**config.mk**
```make
export PLATFORM = sky130hd
export DESIGN_NAME = cantor_pairing_codec_flat
export DESIGN_NICKNAME = d
export VERILOG_FILES = /design/src/design/cpc_pkg.sv /design/src/design/cpc_req_if.sv /design/src/design/cpc_rsp_if.sv /design/src/design/cantor_pairing_codec.sv /design/src/flat_wrapper.sv
export SDC_FILE = /design/constraint.sdc
export NUM_CORES = 2
export LEC_CHECK = 0
export ABC_AREA = 1
export BUFFER_PORTS_ARGS = -buffer_cell sky130_fd_sc_hd__buf_2
export CORE_MARGIN = 3
export CORE_UTILIZATION = 50
export DETAILED_ROUTE_END_ITERATION = 16
export PLACE_DENSITY = 0.67
export SKIP_LAST_GASP = 1
export SLEW_MARGIN = 0
export SYNTH_ARGS = -nofsm -noshare
export SYNTH_HDL_FRONTEND = slang
export SYNTH_SLANG_ARGS = --single-unit
```
**constraint.sdc**
```tcl
create_clock -name clk -period 109 [get_ports clk]
set_clock_uncertainty 0.2 [all_clocks]
set_input_delay 5.45 -clock clk [delete_from_list [all_inputs] [get_ports clk]]
set_output_delay 5.45 -clock clk [all_outputs]
set_load 0.005 [all_outputs]
```
**src/design/cpc_pkg.sv**
```systemverilog
// Shared types and codes for the diagonal pairing codec.
// No dependencies; the interfaces and the top level import this package.
package cpc_pkg;

    // Kind of request carried by one input item.
    typedef logic req_kind_t;

    localparam req_kind_t REQ_ENCODE = 1'b0;
    localparam req_kind_t REQ_DECODE = 1'b1;

endpackage

```
**src/design/cpc_req_if.sv**
```systemverilog
// Request channel of the pairing codec: valid/ready plus one request item.
// Depends on cpc_pkg for the request kind type.
interface cpc_req_if #(
    parameter int COORD_BITS = 16
);
    import cpc_pkg::*;

    localparam int CODE_W = 2 * COORD_BITS + 2;

    logic                  valid;
    logic                  ready;
    req_kind_t             req_type;
    logic [COORD_BITS-1:0] x_in;
    logic [COORD_BITS-1:0] y_in;
    logic [CODE_W-1:0]     code_in;

    modport source (
        output valid,
        output req_type,
        output x_in,
        output y_in,
        output code_in,
        input  ready
    );

    modport sink (
        input  valid,
        input  req_type,
        input  x_in,
        input  y_in,
        input  code_in,
        output ready
    );

endinterface

```
**src/design/cpc_rsp_if.sv**
```systemverilog
// Result channel of the pairing codec: valid/ready plus one result item.
// Depends on cpc_pkg, imported for consistency with the request channel.
interface cpc_rsp_if #(
    parameter int COORD_BITS = 16
);
    import cpc_pkg::*;

    localparam int CODE_W = 2 * COORD_BITS + 2;

    logic                  valid;
    logic                  ready;
    logic [CODE_W-1:0]     code_out;
    logic [COORD_BITS-1:0] x_out;
    logic [COORD_BITS-1:0] y_out;
    logic                  out_of_range;

    modport source (
        output valid,
        output code_out,
        output x_out,
        output y_out,
        output out_of_range,
        input  ready
    );

    modport sink (
        input  valid,
        input  code_out,
        input  x_out,
        input  y_out,
        input  out_of_range,
        output ready
    );

endinterface

```
**src/design/cantor_pairing_codec.sv**
```systemverilog
// Diagonal pairing codec: encodes a coordinate pair into one code or decodes
// a code into a pair. Depends on cpc_pkg, cpc_req_if and cpc_rsp_if.
//
// Usage:
// - Requests arrive on the req channel and results leave on the rsp channel;
//   both are valid/ready, and an item moves when valid and ready are high.
// - req_type selects encode or decode. Every request yields exactly one
//   result item, in request order.
// - The user must write signed_mode through cfg_we/cfg_wdata while the
//   block is idle; the block does not enforce this. In signed mode the
//   coordinates are two's complement values folded by a zigzag map before
//   pairing and unfolded after decoding. The pipeline has one input stage,
//   COORD_BITS + 3 square-root stages that each settle one root bit, and
//   two stages that form the pair, the second being the output register.
// - One item per cycle unless the skid is full; encode runs its multiplier
//   alongside the square-root stages so both kinds share the same pipeline.
// - When the receiver stalls, a one-item skid buffer behind the output
//   register takes the waiting result and the pipeline freezes while the
//   buffer is full; nothing is lost or repeated.
// - Reset empties the pipeline and the skid buffer and clears signed_mode.
module cantor_pairing_codec #(
    parameter int COORD_BITS = 16
) (
    input  logic           clk,
    input  logic           rst_n,
    input  logic           cfg_we,
    input  logic           cfg_wdata,
    cpc_req_if.sink        req,
    cpc_rsp_if.source      rsp
);
    import cpc_pkg::*;

    localparam int CB     = COORD_BITS;
    localparam int CODE_W = 2 * COORD_BITS + 2;
    localparam int ZZ_W   = COORD_BITS + 1;
    localparam int SUM_W  = COORD_BITS + 2;
    localparam int PROD_W = 2 * SUM_W;
    localparam int RT_W   = COORD_BITS + 3;
    localparam int REM_W  = RT_W + 2;
    localparam int OPND_W = 2 * RT_W;
    localparam int DIAG_W = RT_W - 1;
    localparam int ED_W   = RT_W + 3;
    localparam int LAST   = RT_W + 2;

    // Configuration register.
    logic signed_mode_reg;

    always_ff @(posedge clk or negedge rst_n)
    begin
        if (!rst_n)
        begin
            signed_mode_reg <= 1'b0;
        end
        else if (cfg_we)
        begin
            signed_mode_reg <= cfg_wdata;
        end
    end

    // Pipeline control: stage 0 is the input stage, stages 1 to RT_W run the
    // square root, then two pair-forming stages, the last one being the
    // output register. The whole pipeline advances unless the skid is full.
    logic            pipe_en;
    logic            skid_full_reg;
    logic [LAST:0]   vld_reg;
    req_kind_t [LAST-1:0] kind_reg;

    assign pipe_en   = !skid_full_reg;
    assign req.ready = pipe_en;

    always_ff @(posedge clk or negedge rst_n)
    begin
        if (!rst_n)
        begin
            vld_reg <= '0;
        end
        else if (pipe_en)
        begin
            vld_reg <= {vld_reg[LAST-1:0], req.valid};
        end
    end

    always_ff @(posedge clk)
    begin
        if (pipe_en)
        begin
            kind_reg <= {kind_reg[LAST-2:0], req.req_type};
        end
    end

    // Input stage: zigzag fold, diagonal sum and the square-root operand.
    logic [ZZ_W-1:0]  x_fold;
    logic [ZZ_W-1:0]  y_fold;
    logic [SUM_W-1:0] sum_next;
    logic [SUM_W-1:0] sum1_next;
    logic [ZZ_W-1:0]  sel_next;

    always_comb
    begin
        if (signed_mode_reg)
        begin
            x_fold = {req.x_in, 1'b0} ^ {ZZ_W{req.x_in[CB-1]}};
            y_fold = {req.y_in, 1'b0} ^ {ZZ_W{req.y_in[CB-1]}};
        end
        else
        begin
            x_fold = {1'b0, req.x_in};
            y_fold = {1'b0, req.y_in};
        end
        sum_next  = SUM_W'(x_fold) + SUM_W'(y_fold);
        sum1_next = SUM_W'(x_fold) + SUM_W'(y_fold) + SUM_W'(1);
        // Odd diagonals count along y, even ones along x.
        sel_next  = (x_fold[0] ^ y_fold[0]) ? y_fold : x_fold;
    end

    logic [SUM_W-1:0]  enc_sum_reg;
    logic [SUM_W-1:0]  enc_sum1_reg;
    logic [ZZ_W-1:0]   enc_sel_reg;
    logic [REM_W-1:0]  sq_rem_reg  [0:RT_W];
    logic [RT_W-1:0]   sq_root_reg [0:RT_W];
    logic [OPND_W-1:0] sq_opnd_reg [0:RT_W];

    always_ff @(posedge clk)
    begin
        if (pipe_en)
        begin
            enc_sum_reg    <= sum_next;
            enc_sum1_reg   <= sum1_next;
            enc_sel_reg    <= sel_next;
            // The root of 8*code+1 gives the diagonal without a multiplier.
            sq_opnd_reg[0] <= {1'b0, req.code_in, 3'b001};
            sq_rem_reg[0]  <= '0;
            sq_root_reg[0] <= '0;
        end
    end

    // Encode path: triangular number product, then the code itself.
    logic [PROD_W-1:0] enc_prod_reg;
    logic [ZZ_W-1:0]   enc_sel1_reg;
    logic [CODE_W-1:0] enc_code_reg [2:RT_W+1];

    always_ff @(posedge clk)
    begin
        if (pipe_en)
        begin
            enc_prod_reg    <= PROD_W'(enc_sum_reg) * PROD_W'(enc_sum1_reg);
            enc_sel1_reg    <= enc_sel_reg;
            enc_code_reg[2] <= enc_prod_reg[CODE_W:1] + CODE_W'(enc_sel1_reg);
        end
    end

    for (genvar k = 3; k <= RT_W + 1; k++)
    begin : g_enc_delay
        always_ff @(posedge clk)
        begin
            if (pipe_en)
            begin
                enc_code_reg[k] <= enc_code_reg[k-1];
            end
        end
    end

    // Square-root stages: each brings in two operand bits and settles one
    // root bit by a trial subtraction.
    for (genvar j = 1; j <= RT_W; j++)
    begin : g_sqrt
        logic [REM_W-1:0] rem_sh;
        logic [REM_W-1:0] trial;

        always_comb
        begin
            rem_sh = {sq_rem_reg[j-1][REM_W-3:0], sq_opnd_reg[j-1][OPND_W-1 -: 2]};
            trial  = {sq_root_reg[j-1], 2'b01};
        end

        always_ff @(posedge clk)
        begin
            if (pipe_en)
            begin
                sq_opnd_reg[j] <= {sq_opnd_reg[j-1][OPND_W-3:0], 2'b00};
                if (rem_sh >= trial)
                begin
                    sq_rem_reg[j]  <= rem_sh - trial;
                    sq_root_reg[j] <= {sq_root_reg[j-1][RT_W-2:0], 1'b1};
                end
                else
                begin
                    sq_rem_reg[j]  <= rem_sh;
                    sq_root_reg[j] <= {sq_root_reg[j-1][RT_W-2:0], 1'b0};
                end
            end
        end
    end

    // First pair stage: diagonal n = (r-1)/2 and 8*d from the remainder.
    // With an odd root 8d is the remainder; an even root adds 2r-1.
    logic [RT_W-1:0]   root_m1;
    logic [ED_W-1:0]   ed_next;
    logic [ED_W-1:0]   post_ed_reg;
    logic [DIAG_W-1:0] post_n_reg;

    always_comb
    begin
        root_m1 = sq_root_reg[RT_W] - RT_W'(1);
        if (sq_root_reg[RT_W][0])
        begin
            ed_next = ED_W'(sq_rem_reg[RT_W]);
        end
        else
        begin
            ed_next = ED_W'(sq_rem_reg[RT_W]) + ED_W'({sq_root_reg[RT_W], 1'b0})
                      - ED_W'(1);
        end
    end

    always_ff @(posedge clk)
    begin
        if (pipe_en)
        begin
            post_ed_reg <= ed_next;
            post_n_reg  <= root_m1[RT_W-1:1];
        end
    end

    // Second pair stage: split the diagonal, check range, unfold, and load
    // the output register.
    logic [DIAG_W-1:0] diag_d;
    logic [DIAG_W-1:0] diag_rest;
    logic [DIAG_W-1:0] xv;
    logic [DIAG_W-1:0] yv;
    logic [CB-1:0]     x_dec;
    logic [CB-1:0]     y_dec;
    logic              oor_dec;

    always_comb
    begin
        diag_d    = post_ed_reg[DIAG_W+2:3];
        diag_rest = post_n_reg - diag_d;
        if (post_n_reg[0])
        begin
            xv = diag_rest;
            yv = diag_d;
        end
        else
        begin
            xv = diag_d;
            yv = diag_rest;
        end
        oor_dec = (|xv[DIAG_W-1:CB]) || (|yv[DIAG_W-1:CB]);
        if (signed_mode_reg)
        begin
            x_dec = xv[0] ? ~xv[CB:1] : xv[CB:1];
            y_dec = yv[0] ? ~yv[CB:1] : yv[CB:1];
        end
        else
        begin
            x_dec = xv[CB-1:0];
            y_dec = yv[CB-1:0];
        end
    end

    logic [CODE_W-1:0] out_code_reg;
    logic [CB-1:0]     out_x_reg;
    logic [CB-1:0]     out_y_reg;
    logic              out_oor_reg;

    always_ff @(posedge clk)
    begin
        if (pipe_en)
        begin
            if (kind_reg[LAST-1] == REQ_DECODE)
            begin
                out_code_reg <= '0;
                out_x_reg    <= x_dec;
                out_y_reg    <= y_dec;
                out_oor_reg  <= oor_dec;
            end
            else
            begin
                out_code_reg <= enc_code_reg[RT_W+1];
                out_x_reg    <= '0;
                out_y_reg    <= '0;
                out_oor_reg  <= 1'b0;
            end
        end
    end

    // Skid buffer: catches the output item when the receiver stalls, so the
    // pipeline can take one more step before it freezes.
    logic [CODE_W-1:0] skid_code_reg;
    logic [CB-1:0]     skid_x_reg;
    logic [CB-1:0]     skid_y_reg;
    logic              skid_oor_reg;

    always_ff @(posedge clk or negedge rst_n)
    begin
        if (!rst_n)
        begin
            skid_full_reg <= 1'b0;
        end
        else if (skid_full_reg)
        begin
            if (rsp.ready)
            begin
                skid_full_reg <= 1'b0;
            end
        end
        else if (vld_reg[LAST] && !rsp.ready)
        begin
            skid_full_reg <= 1'b1;
        end
    end

    always_ff @(posedge clk)
    begin
        if (!skid_full_reg)
        begin
            skid_code_reg <= out_code_reg;
            skid_x_reg    <= out_x_reg;
            skid_y_reg    <= out_y_reg;
            skid_oor_reg  <= out_oor_reg;
        end
    end

    // Result channel: the skid holds the older item whenever it is full.
    always_comb
    begin
        if (skid_full_reg)
        begin
            rsp.valid        = 1'b1;
            rsp.code_out     = skid_code_reg;
            rsp.x_out        = skid_x_reg;
            rsp.y_out        = skid_y_reg;
            rsp.out_of_range = skid_oor_reg;
        end
        else
        begin
            rsp.valid        = vld_reg[LAST];
            rsp.code_out     = out_code_reg;
            rsp.x_out        = out_x_reg;
            rsp.y_out        = out_y_reg;
            rsp.out_of_range = out_oor_reg;
        end
    end

endmodule
```
**src/flat_wrapper.sv**
```systemverilog
// flat-port wrapper written by rule: the top's interface ports become plain ports
module cantor_pairing_codec_flat import cpc_pkg::*;
#(
    parameter int COORD_BITS = 16
)
  (clk, rst_n, cfg_we, cfg_wdata, req_valid, req_req_type, req_x_in, req_y_in, req_code_in, req_ready, rsp_valid, rsp_code_out, rsp_x_out, rsp_y_out, rsp_out_of_range, rsp_ready);
  cpc_req_if #(.COORD_BITS(COORD_BITS)) req_i ();
  cpc_rsp_if #(.COORD_BITS(COORD_BITS)) rsp_i ();
  input  logic clk;
  input  logic rst_n;
  input  logic cfg_we;
  input  logic cfg_wdata;
  input wire logic [$bits(req_i.valid)-1:0] req_valid;
  input wire logic [$bits(req_i.req_type)-1:0] req_req_type;
  input wire logic [$bits(req_i.x_in)-1:0] req_x_in;
  input wire logic [$bits(req_i.y_in)-1:0] req_y_in;
  input wire logic [$bits(req_i.code_in)-1:0] req_code_in;
  output wire logic [$bits(req_i.ready)-1:0] req_ready;
  output wire logic [$bits(rsp_i.valid)-1:0] rsp_valid;
  output wire logic [$bits(rsp_i.code_out)-1:0] rsp_code_out;
  output wire logic [$bits(rsp_i.x_out)-1:0] rsp_x_out;
  output wire logic [$bits(rsp_i.y_out)-1:0] rsp_y_out;
  output wire logic [$bits(rsp_i.out_of_range)-1:0] rsp_out_of_range;
  input wire logic [$bits(rsp_i.ready)-1:0] rsp_ready;
  assign req_i.valid = req_valid;
  assign req_i.req_type = req_req_type;
  assign req_i.x_in = req_x_in;
  assign req_i.y_in = req_y_in;
  assign req_i.code_in = req_code_in;
  assign req_ready = req_i.ready;
  assign rsp_valid = rsp_i.valid;
  assign rsp_code_out = rsp_i.code_out;
  assign rsp_x_out = rsp_i.x_out;
  assign rsp_y_out = rsp_i.y_out;
  assign rsp_out_of_range = rsp_i.out_of_range;
  assign rsp_i.ready = rsp_ready;
  cantor_pairing_codec #(.COORD_BITS(COORD_BITS)) u_core (.clk(clk), .rst_n(rst_n), .cfg_we(cfg_we), .cfg_wdata(cfg_wdata), .req(req_i), .rsp(rsp_i));
endmodule
```
==> impl_summary.txt <==
----------------------------------------------------
[Status]
  Result of the run ... complete, no violations

[Placed design]
  Worst setup slack before clock tree synthesis ... 99.91 ns
  Final weighted congestion in routability-driven placement ... 0.887
  Post-placement cell area ... 92600 sq um
  Count of input and output buffers ... 141
  Detailed-placement wirelength estimate ... 138000 microns

[Detailed routing]
  Post-detailed-route DRC marker count ... 0
  Routed Wire Length ... 189000 microns
  Initial DRC count ... 4279
  Number of search-and-repair iterations in the first detailed-routing pass ... 6
  Vias ... 55534
  Via-per-instance ratio ... 5.15
  Final antenna-violating net count ... 0
  Average wire per cell in the routed design ... 17.5 microns

[STA]
  Count of endpoints failing setup in the final report ... 0
  Number of hold violations in the final report ... 0
  TNS Setup ... 0 ns
  Worst slew slack as a fraction of its limit ... 17.9%
  Final worst-path setup slack ... 99.12 ns
  Slew @ Worst Pin ... 1.23 ns
  Unrepaired setup endpoints after global routing ... no
  Max-slew violation count ... 0
  Share of the clock period used by the worst path after layout ... 9.07%
  Final worst path period need ... 9.88 ns
  FMAX ... 101 MHz

[Final layout]
  Synthesis-to-layout area growth ... 10.9%
  NumNets Final ... 8987
  Commonest cells after routing, fill and taps aside ... 1783 x nand2_1, 1718 x edfxtp_1, 1283 x inv_1
  Post-route cell area ... 99200 sq um
  Filler Cells Inserted ... 14719
  Most common cell after layout, fill and taps aside ... nand2_1
  Flip-flop count of the largest register after layout ... 646
  Layout cells sized above 1 ... 7.37%

[Global route]
  GRT Total Usage ... 20.5%
  Number of antenna violations at the first check in global routing ... 6
  Vias in the first global route ... 54582
  Global-route wire length before repair ... 299000 microns
  Largest net degree at the start of global routing ... 177
  Aggregate global routing overflow ... 0

[Synth]
  Synth Net Count ... 8803
  Post-synthesis average cell area ... 11.1 sq um
  Yosys reg bits ... 1810
  Most common flop cell mapped by yosys ... edfxtp_1
  Portion of the post-synthesis area used by sequential elements ... 59.8%
  Synthesis Warnings ... 0
  Syn Std Cell Area ... 89500 sq um
  Synthesized netlist cell count ... 8081
  Unique masters post-synth ... 62
  Async set-reset flop share out of synthesis ... 1.33%
  Number of enable-type register cells in the synthesized netlist ... 1718

[Critical path]
  Type of the setup path with the least slack ... reg -> out
  Delay of the slowest cell on the worst path ... 0.89 ns
  Master of the slowest instance on the critical path ... buf_4
  Worst Setup Start Kind ... register
  Cell type group with the largest total delay on the critical path ... buffers and inverters
  Crit. End Element ... output port
  Buffers & Inverters on Critical Path ... 4
  Max FO, Critical Path ... 154
  Critical path's most frequent cell ... nand2_1
  Required time worst endpoint ... 103.35 ns
  Crit path cell chain ... inv_8 -> buf_12 -> buf_4 -> nand2_1 -> nand2_1 -> buf_2
  Critical path data arrival time ... 4.23 ns

[Clocking]
  Count of H-tree levels built during CTS ... 4
  Clock root buffer ... clkbuf_16
  Clock transition at the registers of the reported paths ... 0.06 ns
  # hold bufs at CTS ... 0
  Number of post-CTS setup repair buffers ... 0
  Clock insertion delay at the later pin of the skew report ... 0.85 ns
  Number of cells upsized or downsized after cts ... 0
  Clock tree from TritonCTS ... yes
  Inserted Clock Buffers ... 185
  Num Clock Sinks ... 1810
  Maximum clock path buffer count ... 3

[Min path]
  Worst min-delay path class ... reg -> reg

[Die]
  Horizontal die dimension ... 429 microns
  Core area ... 177000 sq um
  Count of pins on the block boundary ... 142
  Area of the die ... 184000 sq um
  Die Y-Extent ... 429 microns
  Initial Util ... 50.5%
  Row cnt ... 154

[Job]
  Maximum Capacitance Violations ... 0

----------------------------------------------------
-- logic make-up after synthesis --
kind of cell             Yosys count  share of synthesized area, %
AND/OR/NAND/NOR                 2918                          13.6
buffers and inverters           1474                          6.42
AO/OA/AOI/OAI                    870                          5.50
XOR/XNOR                         360                          3.54
flip-flops                      1810                          59.8
adder cells (fa/ha/maj)          649                          11.1
-- per-layer routing --
layer | GRT usage (%) | wire (microns) | up-vias
li1 | - | - | 27233
met1 | 28.4 | 85000 | 26779
met2 | 33.5 | 89300 | 1223
met3 | 2.92 | 8760 | 299
met4 | 6.73 | 5460 | 0
met5 | 0 | 0 | -
-- worst register-to-register path, delay by kind of cell (launching register included) --
kind	cells	cell delay, ns
adders and majority gates	7	3.47
buffers and inverters	6	0.42
DFF	1	0.95
and+or+nand+nor	5	0.86
xor gates and xnor gates	1	0.32
AOI/OAI and AO/OA	2	0.36
-- cells in the mapped netlist, drive strengths merged, types with 3 or more instances --
| cell type | number | area share (%) |
|---|---|---|
| fa | 245 | 5.5 |
| o21bai | 21 | 0.18 |
| nand4 | 77 | 0.55 |
| a21boi | 12 | 0.10 |
| nand2 | 1808 | 7.7 |
| o2111ai | 10 | 0.098 |
| ha | 404 | 5.6 |
| nor3b | 3 | 0.025 |
| xor2 | 208 | 2.1 |
| a31oi | 17 | 0.13 |
| edfxtp | 1718 | 58 |
| o21ai | 370 | 2.3 |
| a211oi | 8 | 0.073 |
| nor3 | 103 | 0.61 |
| nor2 | 529 | 2.3 |
| nor4 | 24 | 0.17 |
| o31ai | 4 | 0.039 |
| o211ai | 16 | 0.15 |
| clkbuf | 111 | 0.47 |
| nand3 | 313 | 1.8 |
| dfxtp | 68 | 1.5 |
| buf | 66 | 0.50 |
| a21o | 33 | 0.28 |
| and2 | 3 | 0.021 |
| xnor2 | 152 | 1.5 |
| nand3b | 22 | 0.18 |
| dfrtp | 24 | 0.67 |
| a21oi | 363 | 2.1 |
| o21a | 13 | 0.11 |
| or2 | 33 | 0.23 |
| inv | 1297 | 5.5 |
-- path summary, 6_finish.rpt --
| check | depth (start not counted) | startpoint | slack, ns | end |
|---|---|---|---|---|
| min in group asynchronous | 1 | rst_n | 4.41 | u_core.vld_reg[20] |
| min | 0 | u_core.sq_opnd_reg[3][69] | 0.15 | u_core.sq_opnd_reg[4][34] |
| min reg2reg | 0 | u_core.sq_opnd_reg[3][69] | 0.15 | u_core.sq_opnd_reg[4][34] |
| max reg2reg | 21 | u_core.enc_sum_reg[6] | 102.19 | u_core.enc_prod_reg[25] |
| max in group asynchronous | 1 | rst_n | 103.75 | u_core.skid_full_reg |
| max | 6 | u_core.skid_full_reg | 99.12 | rsp_x_out[6] |
-- stage by stage --
stage / instances / hold slack [ns] / util [%]
2_1_floorplan: 8081 / 0.200 / -
3_3_place_gp: 10418 / 0.200 / 52.3
3_5_place_dp: 10418 / 0.205 / 52.3
4_1_cts: 10764 / 0.154 / 56.0
5_1_grt: 10774 / 0.171 / 56.0
6_report: 10777 / 0.150 / 56.0
-- final cells by class --
| class | instances | area [sq um] | area share (%) |
|---|---|---|---|
| Timing Repair Buffer | 174 | 991 | 0.999 |
| Clock buffer | 230 | 4950 | 4.99 |
| Multi-Input combinational cell | 4797 | 30200 | 30.4 |
| Clock inverter | 116 | 1690 | 1.71 |
| Sequential cell | 1810 | 53600 | 54.0 |
| Inverter | 1297 | 4890 | 4.93 |
| Antenna cell | 13 | 32.5 | 0.0328 |
| Tap cell | 2340 | 2930 | 2.95 |
Power is left out: the tool's default activity adds up to more than one toggle a clock period on the data nets, which glitch-free logic cannot reach.
